==> config.mk <==
export PLATFORM = sky130hd
export DESIGN_NAME = dwelling_address_matcher
export DESIGN_NICKNAME = d
export VERILOG_FILES = /design/src/rtl/dam_pkg.sv /design/src/rtl/dam_dial_conv.sv /design/src/rtl/dam_home_bank.sv /design/src/rtl/dam_reply.sv /design/src/rtl/dwelling_address_matcher.sv
export SDC_FILE = /design/constraint.sdc
export NUM_CORES = 1
export LEC_CHECK = 0
export BUFFER_PORTS_ARGS = -buffer_cell sky130_fd_sc_hd__buf_2
export CAP_MARGIN = 40
export CORE_MARGIN = 8
export CORE_UTILIZATION = 50
export CTS_CLUSTER_DIAMETER = 50
export DETAILED_ROUTE_END_ITERATION = 8
export PLACE_DENSITY = 0.68
export SYNTH_ARGS = -nofsm -noshare
export SYNTH_HDL_FRONTEND = slang
export SYNTH_SLANG_ARGS = --single-unit
==> constraint.sdc <==
create_clock -name clk -period 15 [get_ports clk]
set_clock_uncertainty 0.1 [all_clocks]
set_input_delay 1.5 -clock clk [delete_from_list [all_inputs] [get_ports clk]]
set_output_delay 1.5 -clock clk [all_outputs]
set_load 0.01 [all_outputs]
==> src/rtl/dam_pkg.sv <==
// Shared types, codes and constant-divide helper for the dwelling address matcher.
`default_nettype none

package dam_pkg;

    // Command codes carried on the input tuser.
    typedef enum logic [1:0] {
        OP_DIAL = 2'd0,
        OP_SET  = 2'd1,
        OP_READ = 2'd2,
        OP_NONE = 2'd3
    } op_t;

    // Reply codes carried on the output tuser.
    typedef enum logic [1:0] {
        KIND_CALL  = 2'd0,
        KIND_ACK   = 2'd1,
        KIND_REPLY = 2'd2
    } kind_t;

    // Configuration register indexes (byte address bit 2).
    localparam logic REG_BRANCH_ADDRESS = 1'b0;
    localparam logic REG_DIRECT_MODE    = 1'b1;

    // Floor reciprocals of 2^16 for the constant divisors used in replies.
    localparam logic [16:0] RECIP_100 = 17'(65536 / 100);
    localparam logic [16:0] RECIP_10  = 17'(65536 / 10);
    localparam logic [7:0]  DIV_100   = 8'd100;
    localparam logic [7:0]  DIV_10    = 8'd10;

    // Dial number and its hardware-rule decomposition.
    typedef struct packed {
        logic [15:0] dial;
        logic        hw_ok;
        logic [7:0]  base;
        logic [2:0]  slot_rem;
    } dial_info_t;

    // Match and lookup results of the home bank.
    typedef struct packed {
        logic        hit;
        logic [2:0]  hit_slot;
        logic        rd_set;
        logic [15:0] rd_number;
    } bank_result_t;

    // Unsigned 16-bit divide by a small constant d, given m = floor(2^16 / d).
    // The estimate is low by at most one, so a single correction step fixes it.
    // Returns {quotient, remainder}.
    function automatic logic [31:0] div_const16(input logic [15:0] x,
                                                input logic [7:0]  d,
                                                input logic [16:0] m);
        logic [32:0] prod;
        logic [15:0] q0;
        logic [23:0] back;
        logic [16:0] r0;
        logic [15:0] q;
        logic [16:0] r;
        prod = 33'(x) * 33'(m);
        q0   = prod[31:16];
        back = 24'(q0) * 24'(d);
        r0   = {1'b0, x} - back[16:0];
        if (r0 >= 17'(d))
        begin
            q = q0 + 16'd1;
            r = r0 - 17'(d);
        end
        else
        begin
            q = q0;
            r = r0;
        end
        return {q, r[15:0]};
    endfunction

endpackage

`default_nettype wire

==> src/rtl/dam_dial_conv.sv <==
// Dial number assembly and hardware-rule base and slot decomposition.
`default_nettype none

module dam_dial_conv #(
    parameter int HOMES_PER_BRANCH = 4
) (
    input  wire logic [7:0]          arg_a,
    input  wire logic [7:0]          arg_b,
    input  wire logic [7:0]          arg_c,
    input  wire logic [7:0]          arg_d,
    input  wire logic                direct_mode,
    output dam_pkg::dial_info_t      info
);

    localparam logic [16:0] RECIP_H = 17'(65536 / HOMES_PER_BRANCH);
    localparam logic [7:0]  DIV_H   = 8'(HOMES_PER_BRANCH);

    logic [15:0] dial;
    logic [7:0]  floor_num;
    logic [7:0]  room_num;
    logic [15:0] conv;
    logic [15:0] conv_m1;
    logic [31:0] qr;

    always_comb
    begin
        // Dial arithmetic wraps at 16 bits, matching the dial register width; floor and room numbers wrap at 8 bits.
        dial = 16'(arg_a) * 16'd1000 + 16'(arg_b) * 16'd100
             + 16'(arg_c) * 16'd10 + 16'(arg_d);
        floor_num = arg_a * 8'd10 + arg_b;
        room_num  = arg_c * 8'd10 + arg_d;
        if (direct_mode)
            conv = dial;
        else
            conv = 16'(floor_num) * 16'd10 + 16'(room_num) - 16'd10;
        conv_m1 = conv - 16'd1;
        qr = dam_pkg::div_const16(conv_m1, DIV_H, RECIP_H);

        info.dial     = dial;
        info.hw_ok    = (conv != 16'd0);
        info.base     = qr[23:16];
        info.slot_rem = qr[2:0];
    end

endmodule

`default_nettype wire

==> src/rtl/dam_home_bank.sv <==
// Stored home numbers, per-home match logic and selector lookup.
`default_nettype none

module dam_home_bank #(
    parameter int HOMES_PER_BRANCH = 4,
    parameter int IDX_W            = 2
) (
    input  wire logic                 clk,
    input  wire logic                 rst_n,
    input  wire logic                 wr_en,
    input  wire logic [IDX_W-1:0]     wr_sel,
    input  wire logic [15:0]          wr_number,
    input  wire logic [IDX_W-1:0]     rd_sel,
    input  wire dam_pkg::dial_info_t  info,
    input  wire logic [7:0]           branch_address,
    output dam_pkg::bank_result_t     result
);

    logic [15:0]                 number_reg [HOMES_PER_BRANCH];
    logic [HOMES_PER_BRANCH-1:0] set_reg;
    logic [HOMES_PER_BRANCH-1:0] set_next;
    logic [HOMES_PER_BRANCH-1:0] hit_vec;

    always_comb
    begin
        set_next = set_reg;
        for (int i = 0; i < HOMES_PER_BRANCH; i++)
        begin
            if (wr_en && (wr_sel == IDX_W'(i)))
                set_next[i] = 1'b1;
        end
    end

    always_ff @(posedge clk or negedge rst_n)
    begin
        if (!rst_n)
            set_reg <= '0;
        else
            set_reg <= set_next;
    end

    always_ff @(posedge clk)
    begin
        for (int i = 0; i < HOMES_PER_BRANCH; i++)
        begin
            if (wr_en && (wr_sel == IDX_W'(i)))
                number_reg[i] <= wr_number;
        end
    end

    // A set home matches on its stored number; an unset home follows the
    // hardware rule of branch base plus slot.
    always_comb
    begin
        for (int i = 0; i < HOMES_PER_BRANCH; i++)
        begin
            if (set_reg[i])
                hit_vec[i] = (info.dial == number_reg[i]);
            else
                hit_vec[i] = info.hw_ok && (info.base == branch_address)
                           && (info.slot_rem == 3'(i));
        end
    end

    always_comb
    begin
        result.hit       = 1'b0;
        result.hit_slot  = 3'd0;
        result.rd_set    = 1'b0;
        result.rd_number = 16'd0;
        // Walk downward so the lowest-numbered home wins.
        for (int i = HOMES_PER_BRANCH - 1; i >= 0; i--)
        begin
            if (hit_vec[i])
            begin
                result.hit      = 1'b1;
                result.hit_slot = 3'(i + 1);
            end
        end
        for (int i = 0; i < HOMES_PER_BRANCH; i++)
        begin
            if (rd_sel == IDX_W'(i))
            begin
                result.rd_set    = set_reg[i];
                result.rd_number = number_reg[i];
            end
        end
    end

endmodule

`default_nettype wire

==> src/rtl/dam_reply.sv <==
// Home number reply formatting from a stored or a derived number.
`default_nettype none

module dam_reply #(
    parameter int HOMES_PER_BRANCH = 4
) (
    input  wire logic        rd_set,
    input  wire logic [15:0] rd_number,
    input  wire logic [7:0]  branch_address,
    input  wire logic        direct_mode,
    input  wire logic [7:0]  home_sel,
    output logic      [7:0]  reply_high,
    output logic      [7:0]  reply_low
);

    logic [15:0] derived;
    logic [15:0] dividend_100;
    logic [31:0] qr_100;
    logic [31:0] qr_10;

    always_comb
    begin
        derived      = 16'(branch_address) * 16'(HOMES_PER_BRANCH) + 16'(home_sel);
        dividend_100 = rd_set ? rd_number : derived;
        qr_100 = dam_pkg::div_const16(dividend_100, dam_pkg::DIV_100, dam_pkg::RECIP_100);
        qr_10  = dam_pkg::div_const16(derived - 16'd1, dam_pkg::DIV_10, dam_pkg::RECIP_10);

        // Floor and room form numbers floors and rooms from one.
        if (rd_set || direct_mode)
        begin
            reply_high = qr_100[23:16];
            reply_low  = qr_100[7:0];
        end
        else
        begin
            reply_high = qr_10[23:16] + 8'd1;
            reply_low  = qr_10[7:0] + 8'd1;
        end
    end

endmodule

`default_nettype wire

==> src/rtl/dwelling_address_matcher.sv <==
// Top level of the dwelling address matcher: handshakes, registers and command decode.
// Usage:
// Commands arrive on the s_axis channel, one word per command, with the opcode in
// tuser and the four argument bytes in tdata. Results leave on the m_axis channel
// with the reply kind in tuser and the home slot and reply bytes in tdata. A command
// that produces no result (a dial with no match, a set or read for another branch,
// a read with a bad selector, or the unused opcode) simply retires.
// A word accepted into the input register is evaluated in a single pass against the
// stored home numbers, and its result is loaded into the output register when the
// word leaves the input register.
// A new command can be accepted every cycle; s_axis_tready drops only when a result
// waits in the output register, the receiver holds m_axis_tready low, and the word
// in the input register also has a result to deliver.
// A set command updates the home store when it leaves the input register, so the
// command right behind it already sees the new number.
// Reset clears both handshake registers, the branch address, the dial mode and all
// home-is-set flags, so every home starts out on the hardware address rule.
// The APB port writes branch_address at byte address 0 and direct_number_mode at 4;
// it is meant to be written only while no command is in flight.
`default_nettype none

module dwelling_address_matcher #(
    parameter int HOMES_PER_BRANCH = 4
) (
    input  wire logic        clk,
    input  wire logic        rst_n,
    // APB configuration port
    input  wire logic        psel,
    input  wire logic        penable,
    input  wire logic        pwrite,
    input  wire logic [2:0]  paddr,
    input  wire logic [31:0] pwdata,
    output logic      [31:0] prdata,
    output logic             pready,
    // Command stream
    input  wire logic        s_axis_tvalid,
    output logic             s_axis_tready,
    input  wire logic [31:0] s_axis_tdata,  // arg_a[7:0], arg_b[15:8], arg_c[23:16], arg_d[31:24]
    input  wire logic [1:0]  s_axis_tuser,  // opcode[1:0]
    // Result stream
    output logic             m_axis_tvalid,
    input  wire logic        m_axis_tready,
    output logic      [23:0] m_axis_tdata,  // home_slot[2:0], reply_high[10:3],
                                            // reply_low[18:11], zero[23:19]
    output logic      [1:0]  m_axis_tuser   // reply_kind[1:0]
);

    localparam int IDX_W = (HOMES_PER_BRANCH > 1) ? $clog2(HOMES_PER_BRANCH) : 1;

    // Configuration registers.
    logic [7:0] branch_reg;
    logic       direct_reg;
    logic       cfg_write;

    // Input register.
    logic         in_valid_reg;
    dam_pkg::op_t op_reg;
    logic [7:0]   a_reg;
    logic [7:0]   b_reg;
    logic [7:0]   c_reg;
    logic [7:0]   d_reg;

    // Output register.
    logic          out_valid_reg;
    dam_pkg::kind_t kind_reg;
    logic [2:0]    slot_reg;
    logic [7:0]    high_reg;
    logic [7:0]    low_reg;

    // Evaluation of the word in the input register.
    dam_pkg::dial_info_t   info;
    dam_pkg::bank_result_t bank;
    logic [7:0]            rep_high;
    logic [7:0]            rep_low;
    logic                  sel_ok;
    logic [IDX_W-1:0]      sel_idx;
    logic                  has_result;
    logic                  wr_req;
    logic                  advance;
    dam_pkg::kind_t        kind_next;
    logic [2:0]            slot_next;
    logic [7:0]            high_next;
    logic [7:0]            low_next;

    // APB: no wait states; writes decode on address bit 2 only.
    assign pready    = 1'b1;
    assign cfg_write = psel && penable && pwrite && pready;

    always_ff @(posedge clk or negedge rst_n)
    begin
        if (!rst_n)
        begin
            branch_reg <= 8'd0;
            direct_reg <= 1'b0;
        end
        else if (cfg_write)
        begin
            unique case (paddr[2])
                dam_pkg::REG_BRANCH_ADDRESS: branch_reg <= pwdata[7:0];
                dam_pkg::REG_DIRECT_MODE:    direct_reg <= pwdata[0];
                default:                     branch_reg <= branch_reg;
            endcase
        end
    end

    always_comb
    begin
        unique case (paddr[2])
            dam_pkg::REG_BRANCH_ADDRESS: prdata = {24'd0, branch_reg};
            dam_pkg::REG_DIRECT_MODE:    prdata = {31'd0, direct_reg};
            default:                     prdata = 32'd0;
        endcase
    end

    dam_dial_conv #(
        .HOMES_PER_BRANCH (HOMES_PER_BRANCH)
    ) u_dial_conv (
        .arg_a       (a_reg),
        .arg_b       (b_reg),
        .arg_c       (c_reg),
        .arg_d       (d_reg),
        .direct_mode (direct_reg),
        .info        (info)
    );

    dam_home_bank #(
        .HOMES_PER_BRANCH (HOMES_PER_BRANCH),
        .IDX_W            (IDX_W)
    ) u_home_bank (
        .clk            (clk),
        .rst_n          (rst_n),
        .wr_en          (advance && wr_req),
        .wr_sel         (sel_idx),
        .wr_number      ({b_reg, c_reg}),
        .rd_sel         (sel_idx),
        .info           (info),
        .branch_address (branch_reg),
        .result         (bank)
    );

    dam_reply #(
        .HOMES_PER_BRANCH (HOMES_PER_BRANCH)
    ) u_reply (
        .rd_set         (bank.rd_set),
        .rd_number      (bank.rd_number),
        .branch_address (branch_reg),
        .direct_mode    (direct_reg),
        .home_sel       (a_reg),
        .reply_high     (rep_high),
        .reply_low      (rep_low)
    );

    // Command decode. A set whose selector is out of range still acknowledges.
    always_comb
    begin
        sel_ok     = (a_reg >= 8'd1) && (a_reg <= 8'(HOMES_PER_BRANCH));
        sel_idx    = IDX_W'(a_reg - 8'd1);
        has_result = 1'b0;
        wr_req     = 1'b0;
        kind_next  = dam_pkg::KIND_CALL;
        slot_next  = 3'd0;
        high_next  = 8'd0;
        low_next   = 8'd0;
        unique case (op_reg)
            dam_pkg::OP_DIAL:
            begin
                has_result = bank.hit;
                kind_next  = dam_pkg::KIND_CALL;
                slot_next  = bank.hit_slot;
            end
            dam_pkg::OP_SET:
            begin
                has_result = (d_reg == branch_reg);
                wr_req     = (d_reg == branch_reg) && sel_ok;
                kind_next  = dam_pkg::KIND_ACK;
            end
            dam_pkg::OP_READ:
            begin
                has_result = (b_reg == branch_reg) && sel_ok;
                kind_next  = dam_pkg::KIND_REPLY;
                slot_next  = a_reg[2:0];
                high_next  = rep_high;
                low_next   = rep_low;
            end
            dam_pkg::OP_NONE:
            begin
                has_result = 1'b0;
            end
            default:
            begin
                has_result = 1'b0;
            end
        endcase
    end

    // The word in the input register leaves when it has no result or the
    // output register is free or being emptied this cycle.
    assign advance       = in_valid_reg && (!has_result || !out_valid_reg || m_axis_tready);
    assign s_axis_tready = !in_valid_reg || advance;

    always_ff @(posedge clk or negedge rst_n)
    begin
        if (!rst_n)
            in_valid_reg <= 1'b0;
        else if (s_axis_tready)
            in_valid_reg <= s_axis_tvalid;
    end

    always_ff @(posedge clk)
    begin
        if (s_axis_tvalid && s_axis_tready)
        begin
            op_reg <= dam_pkg::op_t'(s_axis_tuser);
            a_reg  <= s_axis_tdata[7:0];
            b_reg  <= s_axis_tdata[15:8];
            c_reg  <= s_axis_tdata[23:16];
            d_reg  <= s_axis_tdata[31:24];
        end
    end

    always_ff @(posedge clk or negedge rst_n)
    begin
        if (!rst_n)
            out_valid_reg <= 1'b0;
        else if (advance && has_result)
            out_valid_reg <= 1'b1;
        else if (m_axis_tready)
            out_valid_reg <= 1'b0;
    end

    always_ff @(posedge clk)
    begin
        if (advance && has_result)
        begin
            kind_reg <= kind_next;
            slot_reg <= slot_next;
            high_reg <= high_next;
            low_reg  <= low_next;
        end
    end

    assign m_axis_tvalid = out_valid_reg;
    assign m_axis_tuser  = kind_reg;
    assign m_axis_tdata  = {5'd0, low_reg, high_reg, slot_reg};

endmodule

`default_nettype wire
==> out/summary.md <==
### Floorplan
• 50.5% — initial standard-cell utilization of the core
• 45300 µm² — Core Area
• 230 µm — die span in y
• 230 µm — die width
• 52800 µm² — die area
• 137 — IO Count
• 78 — standard-cell row count

### Timing
• 0 — setup violation total in the final timing report
• 13.84 ns — minimum clock period
• 0 ns — final sum of negative setup slack
• 92.3% — period utilization
• 0 — Final Hold Fails
• 0 — number of max-slew violations in the final report
• false — unrepaired setup endpoints after global routing
• 42.3% — normalized max-slew margin
• 72.2 MHz — maximum operating frequency
• 0.859 ns — transition at the pin with the smallest max-transition slack

### Placed design
• 80 — total of buffers placed on input and output ports
• 0.937 — routability cong.
• 49300 µm — detailed-placement wirelength estimate

### Detailed routing
• 17700 — routed via count
• 0 — Final ANT Viol Nets
• 1 — DRC violation count after routing
• 8 — detailed-router iteration count before antenna repair
• 5.61 — via count normalized by instance count
• 18.7 µm — wire length per cell
• 59100 µm — detailed-route wire length
• 1270 — DRC violation total after the first TritonRoute iteration

### Logic synthesis
• 9.23 µm² — per-instance average area after synthesis
• 37.8% — adder and majority cell fraction of the synthesized area
• 12.0% — Post-Synth Simple-Gate Area
• 119 — number of synthesized flops with an enable pin
• 22900 µm² — cell area after synthesis
• 13.2% — Synth Area in Compound Gates
• 134 — Seq cells post-synth
• 11.2% — share of async-settable or async-resettable flops after synthesis
• 0 — Yosys warnings
• 9.49% — XOR/XNOR share of the synthesized area
• 2477 — cell count after synthesis
• adder cells — combinational family with the most area after synthesis
• 17.3% — part of the Yosys area used for sequential elements
• sky130_fd_sc_hd__edfxtp_1 — most used flip-flop cell after synthesis
• 2.10% — multiplexer area fraction after synthesis
• 93 — number of distinct library cell variants in the gate-level netlist after synthesis

### Global route
• 0 — antenna violations before repair
• 0 — overflow left after global routing
• 95100 µm — first-pass GRT wire length
• 18300 — number of global-route vias before repair
• 22.5% — GRT Util Overall
• 25 — largest net degree at the start of global routing

### Clocking
• 134 — number of sinks on the clock net
• 17 — total clock buffers created by CTS
• 0 — cts hold-fix bufs
• 0 — Post-CTS Resized
• 2 — CTS Buffer Depth
• done — CTS tree
• 0.07 ns — clock-pin slew on the worst setup and hold paths
• 4 — maximum level of the CTS H-tree
• 0.47 ns — clock latency of the later-clocked register in the worst-skew pair
• sky130_fd_sc_hd__clkbuf_16 — Clock Tree Root
• 0 — post-CTS repair timing setup buffer count

### Setup path
• sky130_fd_sc_hd__ha_1 — most repeated library cell on the critical path
• 18 — Max FO, Critical Path
• reg2reg — startpoint-to-endpoint class of the critical path
• register — kind of end point of the critical path
• 13.95 ns — critical path arrival
• sky130_fd_sc_hd__edfxtp_1 — highest-delay cell along the critical path
• register — Critical Path Start Type
• 0.70 ns — longest individual stage delay on the worst path
• 15.11 ns — Crit path required time

### Layout
• 3219 — final net count
• 0 — count of antenna diodes in the layout
• 64 — max FFs per register
• 7.19% — synthesis-to-finish area growth
• 7.85% — fraction of layout cells with a size suffix above 1
• sky130_fd_sc_hd__ha_1, sky130_fd_sc_hd__inv_1, sky130_fd_sc_hd__a21oi_1, sky130_fd_sc_hd__fa_1, sky130_fd_sc_hd__nor2_1 — commonest non-fill, non-tap cells in the layout
• sky130_fd_sc_hd__ha_1 — most common cell after layout, fill and taps aside

### Status
• design-rule violations — violated checks
• finished, violations left — status

### Flow run
• 0 — Max-Cap Viols

### Hold path
• reg2reg — worst hold path type

through the flow:
stage               utilization [%]  cell area, µm²  hold slack, ns  setup WS (ns)  cells
floorplan                         -           23000           0.371           2.49   2505
detailed placement             52.9           24000           0.451           1.12   3129
global placement               52.6           23800           0.447           1.30   3120
finish                         54.1           24500           0.481           1.16   3160
CTS                            54.1           24500           0.466           1.12   3160
global route                   54.1           24500           0.480          0.108   3160
critical path, delay by kind of cell, from the launching register on:
family | cells | cell delay, ns
xor+xnor | 4 | 1.46
mux | 2 | 0.45
buf+inv | 5 | 0.83
compound gates | 16 | 2.99
simple gates | 13 | 2.42
flops | 1 | 0.70
fa+ha+maj | 11 | 4.66
final timing paths:
| path | cells past startpoint | startpoint | slack [ns] | to |
|---|---|---|---|---|
| worst max register to register | 51 | a_reg[3] | 1.16 | high_reg[6] |
| max in group asynchronous | 1 | rst_n | 13.55 | branch_reg[2] |
| worst min-delay path | 1 | u_home_bank.set_reg[2] | 0.48 | u_home_bank.set_reg[2] |
| worst min register to register | 1 | u_home_bank.set_reg[2] | 0.48 | u_home_bank.set_reg[2] |
| worst max-delay path | 51 | a_reg[3] | 1.16 | high_reg[6] |
| min in group asynchronous | 1 | rst_n | 0.90 | branch_reg[5] |
logic make-up after synthesis:
| group | after synthesis |
|---|---|
| fa+ha+maj | 595 |
| simple gates | 537 |
| compound gates | 461 |
| buf+inv | 461 |
| xor+xnor | 242 |
| flops | 134 |
| mux | 45 |
| other cells | 2 |
layer usage:
metal  global-route usage (%)  up-vias  wire length [µm]
met2                     38.8      448             28400
met1                     28.0     8560             25400
li1                         -     8638                 -
met3                     3.60       91              3100
met5                        0        -                 0
met4                     8.49        0              2200
final cells by class:
cell class / count / area [µm²]
clock buffer: 17 / 425
clock inverter: 14 / 115
fill: 4163 / 20800
inverter: 375 / 1410
multi-input combinational: 1910 / 17200
sequential: 134 / 3950
tap: 600 / 751
timing repair buffer: 110 / 673
synth_stat cells (10+ instances only):
master	count	area share [%]
sky130_fd_sc_hd__inv_1	374	6.1
sky130_fd_sc_hd__o21bai_1	22	0.72
sky130_fd_sc_hd__dfrtp_1	15	1.6
sky130_fd_sc_hd__a21oi_1	161	3.5
sky130_fd_sc_hd__mux2_2	18	0.89
sky130_fd_sc_hd__nor3b_1	10	0.33
sky130_fd_sc_hd__edfxtp_1	119	16
sky130_fd_sc_hd__fa_1	160	14
sky130_fd_sc_hd__or3_1	13	0.36
sky130_fd_sc_hd__or2_2	13	0.36
sky130_fd_sc_hd__xor2_1	103	3.9
sky130_fd_sc_hd__nor3_1	37	0.81
sky130_fd_sc_hd__a31oi_1	14	0.38
sky130_fd_sc_hd__and3_1	20	0.55
sky130_fd_sc_hd__a21o_1	39	1.3
sky130_fd_sc_hd__nand2_1	89	1.5
sky130_fd_sc_hd__o21ai_0	80	1.8
sky130_fd_sc_hd__nor2_1	151	2.5
sky130_fd_sc_hd__nand3_1	47	1.0
sky130_fd_sc_hd__buf_4	30	0.99
sky130_fd_sc_hd__xnor2_1	135	5.2
sky130_fd_sc_hd__nor2b_1	37	1.0
sky130_fd_sc_hd__nand4_1	21	0.57
sky130_fd_sc_hd__and2_1	17	0.47
sky130_fd_sc_hd__clkbuf_1	48	0.79
sky130_fd_sc_hd__mux2i_1	24	1.1
sky130_fd_sc_hd__o21a_1	25	0.82
sky130_fd_sc_hd__a211oi_1	16	0.53
sky130_fd_sc_hd__ha_1	435	24
sky130_fd_sc_hd__nor4_1	28	0.77
sky130_fd_sc_hd__nand2b_1	29	0.79
Power is left out: the tool's default activity adds up to more than one toggle a clock period on the data nets, which glitch-free logic cannot reach.
